**config.mk**
```make
export PLATFORM = sky130hd
export DESIGN_NAME = sacc_ram
export DESIGN_NICKNAME = d
export VERILOG_FILES = /design/src/rtl/set_assoc_cache_tag_controller_core_macros.svh /design/src/rtl/sacc_ram.sv
export SDC_FILE = /design/constraint.sdc
export NUM_CORES = 1
export LEC_CHECK = 0
export BUFFER_PORTS_ARGS = -buffer_cell sky130_fd_sc_hd__buf_4
export CORE_ASPECT_RATIO = 1.1
export CORE_UTILIZATION = 60
export DETAILED_ROUTE_END_ITERATION = 8
export GPL_TIMING_DRIVEN = 1
export MAX_ROUTING_LAYER = met4
export PLACE_DENSITY_LB_ADDON = 0.25
export SLEW_MARGIN = 30
export SYNTH_ARGS = -nofsm -noshare
export SYNTH_HDL_FRONTEND = slang
export SYNTH_SLANG_ARGS = --single-unit
```
**constraint.sdc**
```tcl
create_clock -name clk -period 2.4 [get_ports clk]
set_clock_uncertainty 0.15 [all_clocks]
set_input_delay 0.24 -clock clk [delete_from_list [all_inputs] [get_ports clk]]
set_output_delay 0.24 -clock clk [all_outputs]
set_load 0.01 [all_outputs]
```
**src/rtl/set_assoc_cache_tag_controller_core_macros.svh**
```systemverilog
// ----------------------------------------------------------------------------
// Assertion macros used by the cache tag controller core RTL
// Same-cycle and next-cycle implications with synchronous active-low reset.
// ----------------------------------------------------------------------------
`ifndef SET_ASSOC_CACHE_TAG_CONTROLLER_CORE_MACROS_SVH
`define SET_ASSOC_CACHE_TAG_CONTROLLER_CORE_MACROS_SVH

// Antecedent implies consequent in the same cycle.
`define SACC_ASSERT_NOW(lbl, ck, rn, ante, cons) \
  lbl: assert property (@(posedge ck) disable iff (!(rn)) (ante) |-> (cons)) \
    else $error("same-cycle check failed");

// Antecedent implies consequent in the following cycle.
`define SACC_ASSERT_NEXT(lbl, ck, rn, ante, cons) \
  lbl: assert property (@(posedge ck) disable iff (!(rn)) (ante) |=> (cons)) \
    else $error("next-cycle check failed");

`endif

```
**src/rtl/sacc_ram.sv**
```systemverilog
// ----------------------------------------------------------------------------
// sacc_ram
// Generic single-write, single-read RAM with registered read data.
// ----------------------------------------------------------------------------
`default_nettype none

module sacc_ram #(
  parameter int WIDTH = 8,
  parameter int DEPTH = 16,
  parameter int ADDR_W = (DEPTH > 1) ? $clog2(DEPTH) : 1
) (
  input  wire logic              clk,
  input  wire logic              wr_en,
  input  wire logic [ADDR_W-1:0] wr_addr,
  input  wire logic [WIDTH-1:0]  wr_data,
  input  wire logic              rd_en,
  input  wire logic [ADDR_W-1:0] rd_addr,
  output logic      [WIDTH-1:0]  rd_data
);

  logic [WIDTH-1:0] mem [DEPTH];

  always_ff @(posedge clk) begin
    if (wr_en) begin
      mem[wr_addr] <= wr_data;
    end
  end

  // Read returns the old contents on a same-address write.
  always_ff @(posedge clk) begin
    if (rd_en) begin
      rd_data <= mem[rd_addr];
    end
  end

endmodule

`default_nettype wire

```
# ---- After elaboration in Yosys (flattened, before gate mapping)
# Memory sizes are Yosys's and may differ from the RTL's. A register that Yosys moved wholly into a read port is not among the register bits.
# Index checks and enable logic that the tools add are counted.
dict set report totals {
  ff_bits 0
  latchBits 0
  mem_bits_rw 128
  rom_bits 0
  in_bits 19
  out_inout_bits 8
  word_cells 3
  n_memories 1
}
# memory depth word_bits read_ports rd_clocked_by_memory_dff write_ports line_no
set memory_table {}
lappend memory_table {mem 16 8 1 1 1 sacc_ram.sv:21} ;# logic [WIDTH-1:0] mem [DEPTH];
dict set report classes {
  add_sub_neg 0
  n_mul 0
  div 0
  n_lt_le_gt_ge 0
  n_eq_ne 0
  shift 0
  muxes 2
  bitwise 0
  n_reduce_logical 0
}
# cell count
set ops {}
lappend ops {{1-bit 2-to-1 mux} 2}

# ---- Longest topological paths before layout
dict set report depth {
  word_depth 2
  mapped_depth 5
  depth_no_buf 3
}

# ---- Worst setup path after synthesis
# No wires, ideal clock.
dict set report synth_path {
  kind {input to register}
  start {input wr_addr[2]}
  end {memory mem[0][0], enable pin}
  setup_time_ps 383
  arrival_time_ps 1350
  t_required_ps 1867
  slack_ps 517
  path_stages 2
  path_buffers 0
  path_cell_list {or3b_2 nor3_1}
}
# item line_no
set synth_lines {}
lappend synth_lines {{start: declaration} sacc_ram.sv:14} ;# input wire logic [ADDR_W-1:0] wr_addr,
lappend synth_lines {{end: declaration} sacc_ram.sv:21}
# Straight into the memory's write port.

==> impl_metrics.yaml <==
status:
  run_status: "finished, final reports clean"
grt:
  grt_pass1_wl_microns: 15410
  grt.total_usage: 0.2634
  pin_count_of_the_biggest_net_entering_global_routing: 33
  first_global_vias: 2545
  grt-ovfl-total: 0
  antenna_found_initial: 0
die:
  design.portCount: 27
  initial_utilization: 0.6217
  die_w_microns: 91.00
  dieHeight_microns: 99.90
  std_cell_rows: 35
  design.die.area_sq_um: 9090
  design.core.area_sq_um: 8408
job:
  max-cap-violations: 0
cts:
  clock-sinks: 136
  htree_num_levels: 4
  cts_repair_resize_count: 0
  cts.path.max_buffers: 2
  cts_made_buffers: 17
  clkSlewWorstSetupHoldPaths_ns: 0.06
  cts_setup_buffers: 0
  cts_root_buf: "sky130_fd_sc_hd__clkbuf_8"
  clk_latency_ns: 0.51
  tritoncts: "done"
drt:
  avgViaCountPerCell: 6.146
  via_count: 2569
  dr.pass1.iters: 5
  antenna_violating_nets_post_route: 0
  detail_route.wl_per_cell_microns: 25.10
  totalWireLength_microns: 10490
  drt_drc_violations_left: 0
  initialDrtViolationCount: 244
min_path:
  hp-class: "input port to register"
sta:
  grt_setup_unrepaired: "false"
  fin_max_slew_vios: 0
  timing.fmax_mhz: 583.5
  setup_violations: 0
  timing.final.crit_share: 0.7140
  finalHoldViolations: 0
  worst_slew_slack_as_a_fraction_of_its_limit: 0.6047
  tns_ns: 0
  period_minus_slack_ns: 1.714
  timing_worst_slew_pin_value_ns: 0.5884
finish:
  layout_common_cells: "sky130_fd_sc_hd__edfxtp_1, sky130_fd_sc_hd__buf_4, sky130_fd_sc_hd__mux4_2"
  drive_gt1_frac: 0.3094
  antenna_cells_inserted: 0
  fillCellCount: 469
  areaGrowthSynthToFinish_pct: 21.01
  finish.cell_count_without_fillers: 418
  mostFrequentLayoutCell: "sky130_fd_sc_hd__edfxtp_1"
  design.final.nets: 313
  seq_area_sq_um: 4084
  multi_input_comb_area_sq_um: 1057
pwr:
  power.static_leakage_nw: 2.164
  cellPowerDensity_nw_per_um2: 871.6
  vdd_ir_drop_max_uv: 771.4
critical_path:
  endpoint_kind: "register"
  cp.arrival_ns: 1.81
  critPathMaxFanout: 1
  critical_path.startpoint_type: "register"
  reg2reg_slack_ns: 0.69
  worst-setup-path-type: "register to register"
  worst-endpoint-required_ns: 2.50
placement:
  buffer_ports.inserted: 26
  place.detailed.hpwl_microns: 6056
  dp.cells: 376
  place_congestion: 0.8028
logic_synthesis:
  mappedNetlistNets: 248
  synth.distinct_cells: 18
  number_of_flip_flops_and_latches_in_the_synthesized_netlist: 136
  synthesis.area_sq_um: 5228
  syn_avg_cell_area_sq_um: 22.83
  synth_warnings: 0
  synth-seq-area-share: 0.7812
  netlist_instances: 229
## stage by stage
step / util / setup WS [ns] / hold WS (ns) / cell area (sq um) / total power, W
after floorplan: - / 0.5171 / 0.1889 / 5228 / 0.002877
after global placement: 0.6705 / 0.3942 / 0.3835 / 5638 / 0.002993
after detailed placement: 0.6705 / 0.3715 / 0.3953 / 5638 / 0.003000
after CTS: 0.7524 / 0.6948 / 0.006167 / 6326 / 0.005539
after global routing: 0.7524 / 0.6465 / 0.004622 / 6326 / 0.005645
final: 0.7524 / 0.6863 / 0.02120 / 6326 / 0.005514
## sequential cells by signal, summed over array words and instances (netlist names)
signal / count
mem: 128
rd_data: 8
## Yosys cell counts
master / n / area, sq um
sky130_fd_sc_hd__nand2_1: 9 / 33.78
sky130_fd_sc_hd__mux4_2: 18 / 405.4
sky130_fd_sc_hd__nor2_1: 13 / 48.80
sky130_fd_sc_hd__mux4_1: 14 / 367.9
sky130_fd_sc_hd__buf_2: 3 / 15.01
sky130_fd_sc_hd__nand3b_1: 2 / 15.01
sky130_fd_sc_hd__a22oi_1: 16 / 120.1
sky130_fd_sc_hd__buf_6: 3 / 33.78
sky130_fd_sc_hd__and2b_1: 1 / 7.510
sky130_fd_sc_hd__and2_1: 1 / 6.260
sky130_fd_sc_hd__nor3_1: 4 / 20.02
sky130_fd_sc_hd__nand2b_1: 2 / 12.51
sky130_fd_sc_hd__or3b_2: 1 / 8.760
sky130_fd_sc_hd__nor2b_1: 1 / 6.260
sky130_fd_sc_hd__edfxtp_1: 136 / 4084
sky130_fd_sc_hd__nand3_1: 1 / 5.000
sky130_fd_sc_hd__buf_4: 1 / 7.510
sky130_fd_sc_hd__clkdlybuf4s25_2: 3 / 30.03
## worst max-delay path: stages, from the launching register on
cell	delay (ns)
sky130_fd_sc_hd__edfxtp_1	0.37
sky130_fd_sc_hd__mux4_1	0.56
sky130_fd_sc_hd__a22oi_1	0.24
sky130_fd_sc_hd__nand2_1	0.12
## layer usage
metal | GRT usage | wire, microns | part of all wire
met4 | 0.1380 | 398 | 0.038
met3 | 0.05606 | 814 | 0.078
met5 | - | 0 | 0
met2 | 0.3992 | 5171 | 0.49
met1 | 0.3442 | 4109 | 0.39
## path summary, 6_finish.rpt
check	start	to	cells past startpoint
worst max-delay path	mem[9][3]$_DFFE_PP_	rd_data[3]$_DFFE_PP_	3
worst min-delay path	wr_addr[1]	mem[4][3]$_DFFE_PP_	2
worst max register to register	mem[9][3]$_DFFE_PP_	rd_data[3]$_DFFE_PP_	3
worst min register to register	mem[15][6]$_DFFE_PP_	rd_data[6]$_DFFE_PP_	3
## final cells by class
class / instances / area share
well taps: 111 / 0.02195
clock inverters: 13 / 0.02631
flip-flops and latches: 136 / 0.6456
clock buffers: 19 / 0.06665
multi-input cells: 83 / 0.1671
repair buffers: 56 / 0.07239
## kinds of logic after synthesis
family | synth area share
simple gates | 0.03136
flops | 0.7812
buf+inv | 0.01651
compound gates | 0.02298
mux | 0.1479
## where the power goes
group | total (W) | leakage (nW) | internal [W] | switching (W)
Clock | 0.00255 | 0.280 | 0.00159 | 0.000952
Combinational | 0.000278 | 0.648 | 0.000129 | 0.000148
Sequential | 0.00269 | 1.24 | 0.00268 | 0.0000147
Total | 0.00551 | 2.16 | 0.00440 | 0.00111
## repair_timing
| action | 4_1_cts | 5_1_grt |
|---|---|---|
| endpoints found under the setup margin | 0 | 0 |
| hold buffers | 10 | 0 |
| hold endpoints to repair | 139 | 0 |
Power figures use the tool's default switching activity.
