===== config.mk =====
export PLATFORM = sky130hd
export DESIGN_NAME = sacc_lookup
export DESIGN_NICKNAME = d
export VERILOG_FILES = /design/src/rtl/set_assoc_cache_tag_controller_core_macros.svh /design/src/rtl/sacc_pkg.sv /design/src/rtl/sacc_lookup.sv
export SDC_FILE = /design/constraint.sdc
export NUM_CORES = 1
export LEC_CHECK = 0
export BUFFER_PORTS_ARGS = -buffer_cell sky130_fd_sc_hd__buf_2
export CORE_AREA = 2 2 116 118
export DETAILED_ROUTE_END_ITERATION = 10
export DIE_AREA = 0 0 118 120
export GPL_ROUTABILITY_DRIVEN = 1
export PLACE_DENSITY = 0.66
export SYNTH_ARGS = -nofsm -noshare
export SYNTH_HDL_FRONTEND = slang
export SYNTH_SLANG_ARGS = --single-unit

===== constraint.sdc =====
create_clock -name vclk -period 5.9
set_input_delay 1.18 -clock vclk [all_inputs]
set_output_delay 1.18 -clock vclk [all_outputs]
set_load 0.01 [all_outputs]

===== src/rtl/set_assoc_cache_tag_controller_core_macros.svh =====
// ----------------------------------------------------------------------------
// Assertion macros used by the cache tag controller core RTL
// Same-cycle and next-cycle implications with synchronous active-low reset.
// ----------------------------------------------------------------------------
`ifndef SET_ASSOC_CACHE_TAG_CONTROLLER_CORE_MACROS_SVH
`define SET_ASSOC_CACHE_TAG_CONTROLLER_CORE_MACROS_SVH

// Antecedent implies consequent in the same cycle.
`define SACC_ASSERT_NOW(lbl, ck, rn, ante, cons) \
  lbl: assert property (@(posedge ck) disable iff (!(rn)) (ante) |-> (cons)) \
    else $error("same-cycle check failed");

// Antecedent implies consequent in the following cycle.
`define SACC_ASSERT_NEXT(lbl, ck, rn, ante, cons) \
  lbl: assert property (@(posedge ck) disable iff (!(rn)) (ante) |=> (cons)) \
    else $error("next-cycle check failed");

`endif


===== src/rtl/sacc_pkg.sv =====
// ----------------------------------------------------------------------------
// sacc_pkg
// Geometry, payload types and address helpers of the cache tag controller.
// ----------------------------------------------------------------------------
`default_nettype none

package sacc_pkg;

  localparam int SETS       = 64;
  localparam int WAYS       = 4;
  localparam int LINE_BYTES = 32;

  localparam int ADDR_W     = 32;
  localparam int OFF_BITS   = $clog2(LINE_BYTES);
  localparam int IDX_BITS   = $clog2(SETS);
  localparam int HIGH_SHIFT = OFF_BITS + IDX_BITS;
  localparam int TAG_BITS   = ADDR_W - HIGH_SHIFT;
  localparam int SET_W      = (IDX_BITS > 0) ? IDX_BITS : 1;
  localparam int WAY_W      = (WAYS > 1) ? $clog2(WAYS) : 1;
  localparam int RANK_W     = WAY_W;

  localparam logic [ADDR_W-1:0] IDX_MASK = ADDR_W'((64'd1 << IDX_BITS) - 64'd1);
  localparam logic [ADDR_W-1:0] OFF_MASK = ADDR_W'((64'd1 << OFF_BITS) - 64'd1);

  localparam logic CMD_READ  = 1'b0;
  localparam logic CMD_WRITE = 1'b1;

  typedef struct packed {
    logic              command;
    logic [ADDR_W-1:0] address;
  } in_item_t;

  typedef struct packed {
    logic              hit;
    logic              writeback_valid;
    logic [ADDR_W-1:0] writeback_address;
    logic              fetch_valid;
    logic [ADDR_W-1:0] fetch_address;
  } out_item_t;

  // One set: tag, valid bit, dirty bit and LRU rank of every way.
  typedef struct packed {
    logic [WAYS-1:0][TAG_BITS-1:0] tag;
    logic [WAYS-1:0]               valid;
    logic [WAYS-1:0]               dirty;
    logic [WAYS-1:0][RANK_W-1:0]   rank;
  } row_t;

  localparam int ROW_W = $bits(row_t);

  typedef logic [SET_W-1:0]    set_idx_t;
  typedef logic [TAG_BITS-1:0] tag_t;
  typedef logic [WAYS-1:0]     way_mask_t;

  // Set index, wrapped into range when SETS is not a power of two.
  function automatic set_idx_t set_of(input logic [ADDR_W-1:0] addr);
    logic [ADDR_W-1:0] raw;
    raw = (addr >> OFF_BITS) & IDX_MASK;
    if (raw >= ADDR_W'(SETS)) begin
      raw = raw - ADDR_W'(SETS);
    end
    return SET_W'(raw);
  endfunction

  function automatic tag_t tag_of(input logic [ADDR_W-1:0] addr);
    return TAG_BITS'(addr >> HIGH_SHIFT);
  endfunction

  // Row contents of a set that has never been written.
  function automatic row_t reset_row();
    row_t row;
    row = '0;
    for (int w = 0; w < WAYS; w++) begin
      row.rank[w] = RANK_W'(w);
    end
    return row;
  endfunction

endpackage

`default_nettype wire


===== src/rtl/sacc_lookup.sv =====
// ----------------------------------------------------------------------------
// sacc_lookup
// Tag compare, victim choice, LRU update and result build for one access.
// ----------------------------------------------------------------------------
`default_nettype none

module sacc_lookup import sacc_pkg::*; (
  input  wire logic              command,
  input  wire logic [ADDR_W-1:0] address,
  input  wire row_t              row_i,
  output row_t                   row_o,
  output out_item_t              res_o
);

  set_idx_t          set_idx;
  tag_t              tag;
  logic              hit;
  logic [WAY_W-1:0]  hit_way;
  logic              inv_found;
  logic [WAY_W-1:0]  inv_way;
  logic              lru_found;
  logic [WAY_W-1:0]  lru_way;
  logic [WAY_W-1:0]  victim;
  logic [WAY_W-1:0]  way;
  logic [RANK_W-1:0] old_rank;
  logic              wb;

  assign set_idx = set_of(address);
  assign tag     = tag_of(address);

  always_comb begin
    hit       = 1'b0;
    hit_way   = '0;
    inv_found = 1'b0;
    inv_way   = '0;
    lru_found = 1'b0;
    lru_way   = '0;
    for (int w = 0; w < WAYS; w++) begin
      if (!hit && row_i.valid[w] && (row_i.tag[w] == tag)) begin
        hit     = 1'b1;
        hit_way = WAY_W'(w);
      end
      if (!inv_found && !row_i.valid[w]) begin
        inv_found = 1'b1;
        inv_way   = WAY_W'(w);
      end
      if (!lru_found && (row_i.rank[w] == RANK_W'(WAYS - 1))) begin
        lru_found = 1'b1;
        lru_way   = WAY_W'(w);
      end
    end
    victim = inv_found ? inv_way : lru_way;
    way    = hit ? hit_way : victim;
  end

  // Promote the touched way to most recent; age the ones that were younger.
  always_comb begin
    old_rank = row_i.rank[way];
    row_o    = row_i;
    for (int w = 0; w < WAYS; w++) begin
      if (row_i.rank[w] < old_rank) begin
        row_o.rank[w] = row_i.rank[w] + RANK_W'(1);
      end
    end
    row_o.rank[way] = '0;
    if (hit) begin
      if (command == CMD_WRITE) begin
        row_o.dirty[way] = 1'b1;
      end
    end else begin
      row_o.tag[way]   = tag;
      row_o.dirty[way] = (command == CMD_WRITE);
    end
    row_o.valid[way] = 1'b1;
  end

  always_comb begin
    wb    = !hit && row_i.valid[victim] && row_i.dirty[victim];
    res_o = '0;
    res_o.hit = hit;
    if (!hit) begin
      res_o.fetch_valid   = 1'b1;
      res_o.fetch_address = address & ~OFF_MASK;
      if (wb) begin
        res_o.writeback_valid   = 1'b1;
        res_o.writeback_address = (ADDR_W'(row_i.tag[victim]) << HIGH_SHIFT)
                                | (ADDR_W'(set_idx) << OFF_BITS);
      end
    end
  end

endmodule

`default_nettype wire


# Word level (Yosys, flattened, before mapping)
# Cells that the tools add are included.
[totals]
register_bits = 0
latch_bits = 0
mem_bits_rw = 0
romBits = 0
input_bits = 133
out_inout_bits = 167
mem_count = 0
[op_classes]
n_addsub = 5
multipliers = 0
div_mod_pow = 0
n_lt_le_gt_ge = 8
n_eq_ne = 8
n_shift = 0
muxes = 48
bitwise_logic = 5
n_reduce_logical = 28
[op_table]
columns = ["cell", "count"]
rows = [
  ["$bwmux 84", 1],
  ["$eq 21x21->1", 4],
  ["$mux 84", 1],
  ["$mux 66", 1],
  ["$bmux 21 s2", 1],
  ["$demux 21 s2", 1],
  ["$mux 21", 2],
  ["$mux 33", 1],
  ["$or 32x11->32", 1],
  ["$mux 2", 14],
  ["$mux 1", 17],
  ["$logic_and 1x1->1", 16],
  ["$logic_not 1->1", 12],
  ["$add 2x1->2 const B", 4],
  ["$and 8x8->8", 1],
  ["$eq 2x2->1 const B", 4],
  ["$lt 2x2->1", 4],
  ["$mux 4", 2],
  ["$not 8->8", 1],
  ["$or 4x4->4", 2],
  ["$ge 6x7->1 const B", 1],
  ["$lt 2x3->1 const B", 2],
  ["$mux 6", 1],
  ["$sub 6x1->6 const B", 1],
  ["other kinds (6)", 7],
]

# Depth between registers and ports, before layout
# Gate-level depths: netlist (run 1).
[logic_depth]
depth_word = 23
mapped_depth = 13

# Worst setup path after synthesis (run 1)
# OpenSTA, ideal clock, no wires.
[synth_timing]
kind = "input to output"
from = "in row_i[0] in the netlist's numbering"
to = "out row_o[1] in the netlist's numbering"
arrival_time_ns = 4.012
setup_slack_ns = 0.708
stages = 11
path_buffers = 0
cell_sequence = "ha_1 -> o311ai_0 -> nand2_1 -> nand4_1 -> o21ai_2 -> a222oi_1 -> a21boi_0 -> ha_1 -> o41a_1 -> or3b_1 -> a21oi_1"
[synth_lines]
columns = ["item", "line", "source"]
rows = [
  ["start, declared", "sacc_lookup.sv:10", "input wire row_t row_i,"],
  ["end, declared", "sacc_lookup.sv:11", "output row_t row_o,"],
]

==> impl_results.md, run 1 <==
- Worst Hold Class: in -> out
- Worst-Margin Slew: between 1 and 1.5 ns
- Pins Over Slew Limit: 0
- Pwr Density: 95.1 mW/mm²
- Commonest non-fill, non-tap cell in the layout: buf_2
- Sequential cell count: 0
- Post-route minimum period: 5.64 ns
- Post-Synthesis Cells: 460
- WL final: between 15000 and 20000 µm
- CORE AREA: 0.0130 mm²
- Register area: 0 µm²
- Antenna violations before repair: 1
- Die Wd: ~120 µm
- Pre-antenna DRT Iters: 4
- Largest area contributor in the netlist: mux2_2
- Clk_buf instances: 0
- HPWL Detailed: between 15000 and 20000 µm
- MaxCap Viol Count: 0
- Postcts setup bufs: 0
- LEAKAGE: 2.63 nW
- Share of layout cells above drive strength 1: 0.630
- Largest net degree at the start of global routing: 29
- Yosys warning total: 0
- Post-DRT Antenna Nets: 0
- Max VDD drop: ~0.038 mV
- TNS Setup: 0 ns
- DR WL/cell: roughly 20 µm
- Worst hold stages: 3
- Status: completed
- Die ar.: 0.0142 mm²
- Setup violations, final: 0
- Vias in the first global route: 4500
- Rel. slew slack: 0.313
- Critical Path RT: 4.72 ns
- Diode count: 0
- Placement Rows: 42
- Pwr Total: about 540 µW
- Critical Path AT: around 4.5 ns
- IO Count: 300
- Critical path capture point type: output pin
- Final hold slack: 2.66 ns
- Period utilization: 0.956
- Gp weighted congestion: 0.940
- Mapped Area: 0.00416 mm²
- Fin nets: between 800 and 900
- Initial core utilization: 0.321
- Post-synth top area share: 0.227
- Iter 0 DRT Violations: 198
- PortBufs: 285
- Synth-to-layout area growth: 36.9%
- Critical path peak fanout: 5
- Commonest non-fill, non-tap cells in the layout: buf_2 (285), mux2_2 (84), and2_1 (58)
- Endpoints failing hold: 0
- Netlist cell types: 61
- RSZ-0062 raised after global routing: no
- # DRC: 0
- Seq/Total Area, Yosys: 0
- Syn_area_per_cell: roughly 9 µm²
- Crit path kind: in -> out
- DR vias/cell: 5.16
- Global Route Usage Sum: 0.242
- GRT Residual Overflow: 0
- CP Launch Type: primary input
- Via count: 4668
- Fmax: 177 MHz
- First-pass GRT wire length: 26800 µm
- Top cells by area in the synthesized netlist: mux2_2 (23%), mux4_2 (11%), xnor2_1 (11%)
- Die H: 120 µm
critical path: stages:
cell and delay (ns):
buf_2 0.13, ha_1 0.23, o311ai_1 0.50, nand2_1 0.20
a211oi_1 0.43, o211a_1 0.24, a222oi_1 0.10, a21boi_0 0.17
buf_4 0.18, ha_1 0.21, or2_2 0.30, o22ai_1 0.14
mux2i_1 0.29, buf_2 0.18
worst paths after layout:
| path | slack [ns] | endpoint | start |
|---|---|---|---|
| worst max-delay path | 0.26 | row_o[7] | row_i[2] |
| worst min-delay path | 2.66 | res_o[41] | address[8] |
cell families (layout without fill, tap and decap cells):
kind of cell,after synthesis,in the layout,share of synthesized area
AND/OR/NAND/NOR,156,156,0.244
multiplexers,106,106,0.343
XOR/XNOR,84,84,0.207
buffers and inverters,59,318,0.0980
AO/OA/AOI/OAI,46,46,0.0823
adder cells (fa/ha/maj),8,8,0.0240
other,1,10,0.000901
routing by layer:
metal | vias to the layer above | routed length [µm] | GRT usage
met2 | 232 | 8830 | 0.442
met3 | 14 | 1320 | 0.0347
met1 | 2200 | 7530 | 0.311
met5 | - | 16 | 0
met4 | 2 | 201 | 0.0271
li1 | 2220 | - | -
cell type report:
cell class                      instances  area (µm²)
Fill cell                            1368        7280
Tap cell                              176         220
Inverter                                9        33.8
Multi-Input combinational cell        410        3810
Timing Repair Buffer                  309        1630
through the flow:
stage               utilization  instance area [µm²]  worst slack [ns]  cells
finish                    0.439                 5700             0.259    904
global route              0.439                 5700            0.0392    904
CTS                       0.439                 5690             0.142    904
detailed placement        0.439                 5690             0.160    904
global placement          0.439                 5690             0.261    904
floorplan                     -                 4200             0.708    469
cell usage after synthesis, types with 2 or more instances:
cell	n
a211o_1	3
a211oi_1	3
a21boi_0	2
a21oi_1	7
a21oi_2	2
a22o_1	2
and2_1	57
and3_1	2
and4_1	3
buf_2	8
buf_4	17
buf_6	15
clkbuf_1	9
ha_1	8
inv_1	9
mux2_2	84
mux4_2	21
nand2_1	13
nand3_1	3
nand4_1	35
nand4_2	4
nor2_1	7
nor2b_1	2
nor3b_1	3
nor4_1	5
nor4_2	3
o21ai_0	10
o22ai_1	2
o41ai_1	3
or2_2	5
or2b_1	2
xnor2_1	54
xnor2_2	17
xor2_1	13
power by group:
part	switching [mW]	total, mW	internal (mW)
Combinational	0.287	0.542	0.255
Sequential	0	0	0
Clock	0	0	0
Total	0.287	0.542	0.255
timing repair:
action                                  in CTS  in global routing
hold endpoints to repair                     0                  0
resized for setup                            0                  2
endpoints found under the setup margin       0                  4
hold buffers                                 0                  0
Power figures use the tool's default switching activity.
==> run 2: changes to the inputs <==
--- a/config.mk
+++ b/config.mk
@@ -11,6 +11,7 @@
 export DIE_AREA = 0 0 118 120
 export GPL_ROUTABILITY_DRIVEN = 1
 export PLACE_DENSITY = 0.66
+export RECOVER_POWER = 100
 export SYNTH_ARGS = -nofsm -noshare
 export SYNTH_HDL_FRONTEND = slang
 export SYNTH_SLANG_ARGS = --single-unit
==> impl_results.md, run 2 (same netlist as run 1, synthesis figures left out) <==
- Status: completed
- Family with the most delay on the worst path: simple AND/OR/NAND/NOR gates
- Fill count: 1437
- Largest net degree at the start of global routing: 29
- Slowest CP cell: and2_1
- First-pass GRT wire length: 26800 µm
- Post-DRT Antenna Nets: 0
- MaxCap Viol Count: 0
- Placement Rows: 42
- Via count: around 4700
- Fin util: 0.425
- Gp weighted congestion: 0.940
- Post-place instance area: 0.00569 mm²
- Critical Path Most Common Cell: clkbuf_1
- Synth-to-layout area growth: 32.5%
- Sequential cell count: 0
- RSZ-0062 raised after global routing: no
- Fin nets: 871
- Worst-Margin Slew: 1.02 ns
- Post-route minimum period: 5.66 ns
- HPWL Detailed: 15100 µm
- Register area: 0 µm²
- Critical path capture point type: output pin
- Pre-antenna DRT Iters: 5
- Crit-path max cell delay: roughly 0.71 ns
- Global Route Usage Sum: 0.242
- CP cell instances: buf_2 -> xnor2_1 -> nand4_1 -> nor4_2 -> nand3_2 -> clkbuf_1 -> a21oi_1 -> clkbuf_1 -> and2_1 -> buf_12 -> mux2_2 -> clkbuf_2
- IO Count: 300
- Period utilization: 0.959
- Commonest non-fill, non-tap cells in the layout: buf_2 (180), clkbuf_1 (111), mux2_2 (84)
- CP Launch Type: primary input
- Endpoints failing hold: 0
- Diode count: 0
- Clk_buf instances: 0
- Initial core utilization: 0.321
- DR vias/cell: 5.17
- Final Instance Count excl. Fillers: between 900 and 1000
- Die H: 120 µm
- Critical Path RT: 4.72 ns
- Crit path kind: in -> out
- Final hold slack: 2.66 ns
- Pwr Density: ~95 mW/mm²
- Critical Path AT: 4.48 ns
- Antenna violations before repair: 1
- GRT Residual Overflow: 0
- WP buf/inv: 5
- Commonest non-fill, non-tap cell in the layout: buf_2
- CORE AREA: 0.0130 mm²
- WL final: between 15000 and 20000 µm
- Critical Path Stages: 12
- Worst Hold Class: in -> out
- Critical path peak fanout: 12
- Placed instance count: 904
- Iter 0 DRT Violations: 233
- DR WL/cell: 19.8 µm
- Fmax: 177 MHz
- Setup violations, final: 0
- Pins Over Slew Limit: 0
- Rel. slew slack: 0.318
- # DRC: 0
- Hold-fix buffers, CTS: 0
- Die Wd: 118 µm
- Share of layout cells above drive strength 1: 0.471
- Vias in the first global route: 4500
- Die ar.: roughly 0.014 mm²
- Max VDD drop: 0.0378 mV
- Postcts setup bufs: 0
- TNS Setup: 0 ns
- Design area: approximately 0.0055 mm²
- LEAKAGE: between 2 and 2.5 nW
- Multi-input gate area: between 0.003 and 0.004 mm²
- Worst hold stages: 3
- PortBufs: 285
==> run 2: layout make-up <==
type	instances	share of cell area
tap	176	0.0399
inverter	9	0.00612
timing repair buffer	309	0.266
multi-input combinational	410	0.688
==> run 2: routing by layer <==
metal	vias up	wire length, µm	track usage
met5	-	16	0
met4	2	204	0.0271
met3	14	1340	0.0347
met2	237	8810	0.442
met1	2206	7550	0.311
li1	2217	-	-
==> run 2: worst paths after layout <==
kind / from / to
min: address[5] / res_o[38]
max: address[30] / row_o[48]
==> run 2: timing repair <==
item | CTS | global route
gates resized for setup | 0 | 2
endpoints found under the setup margin | 0 | 4
endpoints found under the hold margin | 0 | 0
==> run 2: report_power, final <==
group / switching, mW / total, mW / internal (mW)
clock network: 0 / 0 / 0
logic: 0.288 / 0.526 / 0.237
registers: 0 / 0 / 0
==> run 2: stage by stage <==
stage / worst slack (ns) / power [mW]
finish: 0.243 / 0.526
global route: 0.0226 / 0.567
CTS: 0.142 / 0.543
detailed placement: 0.160 / 0.539
global placement: 0.261 / 0.537
floorplan: 0.708 / 0.332
==> run 3: changes to the inputs <==
--- a/config.mk
+++ b/config.mk
@@ -10,7 +10,7 @@
 export DETAILED_ROUTE_END_ITERATION = 10
 export DIE_AREA = 0 0 118 120
 export GPL_ROUTABILITY_DRIVEN = 1
-export PLACE_DENSITY = 0.66
+export PLACE_DENSITY = 0.69
 export RECOVER_POWER = 100
 export SYNTH_ARGS = -nofsm -noshare
 export SYNTH_HDL_FRONTEND = slang
==> impl_results.md, run 3 (same netlist as run 1, synthesis figures left out) <==
- Status: finished, violations left
- Failing checks: max-capacitance violations, max-slew violations
- MaxCap Viol Count: 1
- Critical Path RT: ~4.7 ns
- IO Count: 300
- Grt peak-use layer: met2
- Commonest non-fill, non-tap cells in the layout: buf_2 (177), clkbuf_1 (105), mux2_2 (84)
- Post-DRT Antenna Nets: 0
- TNS Setup: 0 ns
- Gp weighted congestion: a little over 0.9
- Final hold slack: 2.66 ns
- Fmax: 177 MHz
- Critical path capture point type: output pin
- Diode count: 0
- M2 GR Usage: 0.441
- Rel. slew slack: -0.232
- GRT Residual Overflow: 0
- Critical Path AT: 4.47 ns
- Vias in the first global route: ~4500
- DR vias/cell: 5.10
- Clk_buf instances: 0
- HPWL Detailed: 14800 µm
- Commonest non-fill, non-tap cell in the layout: buf_2
- CTS resizes: 0
- GRT met1 Usage: 0.302
- Met3 Resource Use GR: 0.0204
- Synth-to-layout area growth: 30.7%
- Post-route minimum period: approximately 5.7 ns
- Endpoints failing hold: 0
- Fin nets: ~870
- WL final: 17600 µm
- Hold path endpoint: res_o[5]
- Critical path peak fanout: 9
- Antenna violations before repair: 1
- Placement Rows: 42
- Global Route Usage Sum: 0.236
- Largest net degree at the start of global routing: 29
- Worst-Margin Slew: ~1.8 ns
- Crit path kind: in -> out
- Share of layout cells above drive strength 1: 0.474
- CP Launch Type: primary input
- Pins Over Slew Limit: 28
- Pwr Density: ~94 mW/mm²
- Register area: 0 µm²
- DR WL/cell: 19.5 µm
- Placed instance count: 898
- Sequential cell count: 0
- Worst Hold Class: in -> out
- First-pass GRT wire length: 26100 µm
- Initial core utilization: 0.321
- Fin util: 0.419
- RSZ-0062 raised after global routing: no
- Fill count: 1427
- Die H: between 100 and 150 µm
- Postcts setup bufs: 0
- Final Instance Count excl. Fillers: 898
- Worst hold stages: 3
- Pre-antenna DRT Iters: 4
- CORE AREA: 0.0130 mm²
- Iter 0 DRT Violations: between 150 and 200
- Via count: 4584
- Max VDD drop: about 0.035 mV
- LEAKAGE: 2.24 nW
- Die ar.: between 0.01 and 0.015 mm²
- Setup violations, final: 0
- PortBufs: 285
- Hold-fix buffers, CTS: 0
- Die Wd: 118 µm
- # DRC: 0
- Hold path start: address[5]
- Pwr Total: just over 500 µW
- Period utilization: 0.958
[run 3: cell types whose count changed in the layout (fill, tap and decap cells not counted), moves of 2 or more]
cell and change:
clkbuf_2 +9, clkbuf_1 -6, buf_4 -4, buf_2 -3
buf_12 -2
[run 3: worst max path at each step]
stage	from	to	slack (ns)	depth (start not counted)
final	address[21]	row_o[1]	0.25	13
after global routing	address[12]	row_o[1]	0.02	14
after global placement	address[21]	row_o[1]	0.31	13
after detailed placement	address[21]	row_o[1]	0.26	13
after CTS	address[21]	row_o[1]	0.27	13
after floorplan	row_i[0]	row_o[1]	0.71	11
[run 3: layout make-up]
cell class                 instances  area (µm²)  share of cell area
inverter                           9        33.8             0.00621
multi-input combinational        410        3780               0.695
tap                              176         220              0.0405
timing repair buffer             303        1410               0.258
[run 3: through the flow]
step | cell area, µm² | worst slack (ns)
floorplan | 4200 | 0.708
global placement | 5620 | 0.312
detailed placement | 5620 | 0.263
CTS | 5620 | 0.267
global route | 5440 | 0.0198
finish | 5440 | 0.246
[run 3: layer usage]
| layer | routed length [µm] | vias to the layer above |
|---|---|---|
| met5 | 0 | - |
| met4 | 242 | 0 |
| met3 | 943 | 16 |
| met2 | 8870 | 202 |
| met1 | 7500 | 2167 |
| li1 | - | 2199 |
[run 3: power by group]
part           switching, mW  internal, mW
sequential                 0             0
clock                      0             0
combinational          0.282         0.232
[run 3: critical path, cell delays in order]
cell and delay, ns:
buf_2 0.17, xnor2_1 0.37, nand4_1 0.21, nor4_4 0.35
a211oi_1 0.16, o211a_1 0.31, a222oi_1 0.34, a21boi_0 0.29
ha_1 0.30, o41a_1 0.12, or3b_1 0.35, a21oi_1 0.17
clkbuf_2 0.16
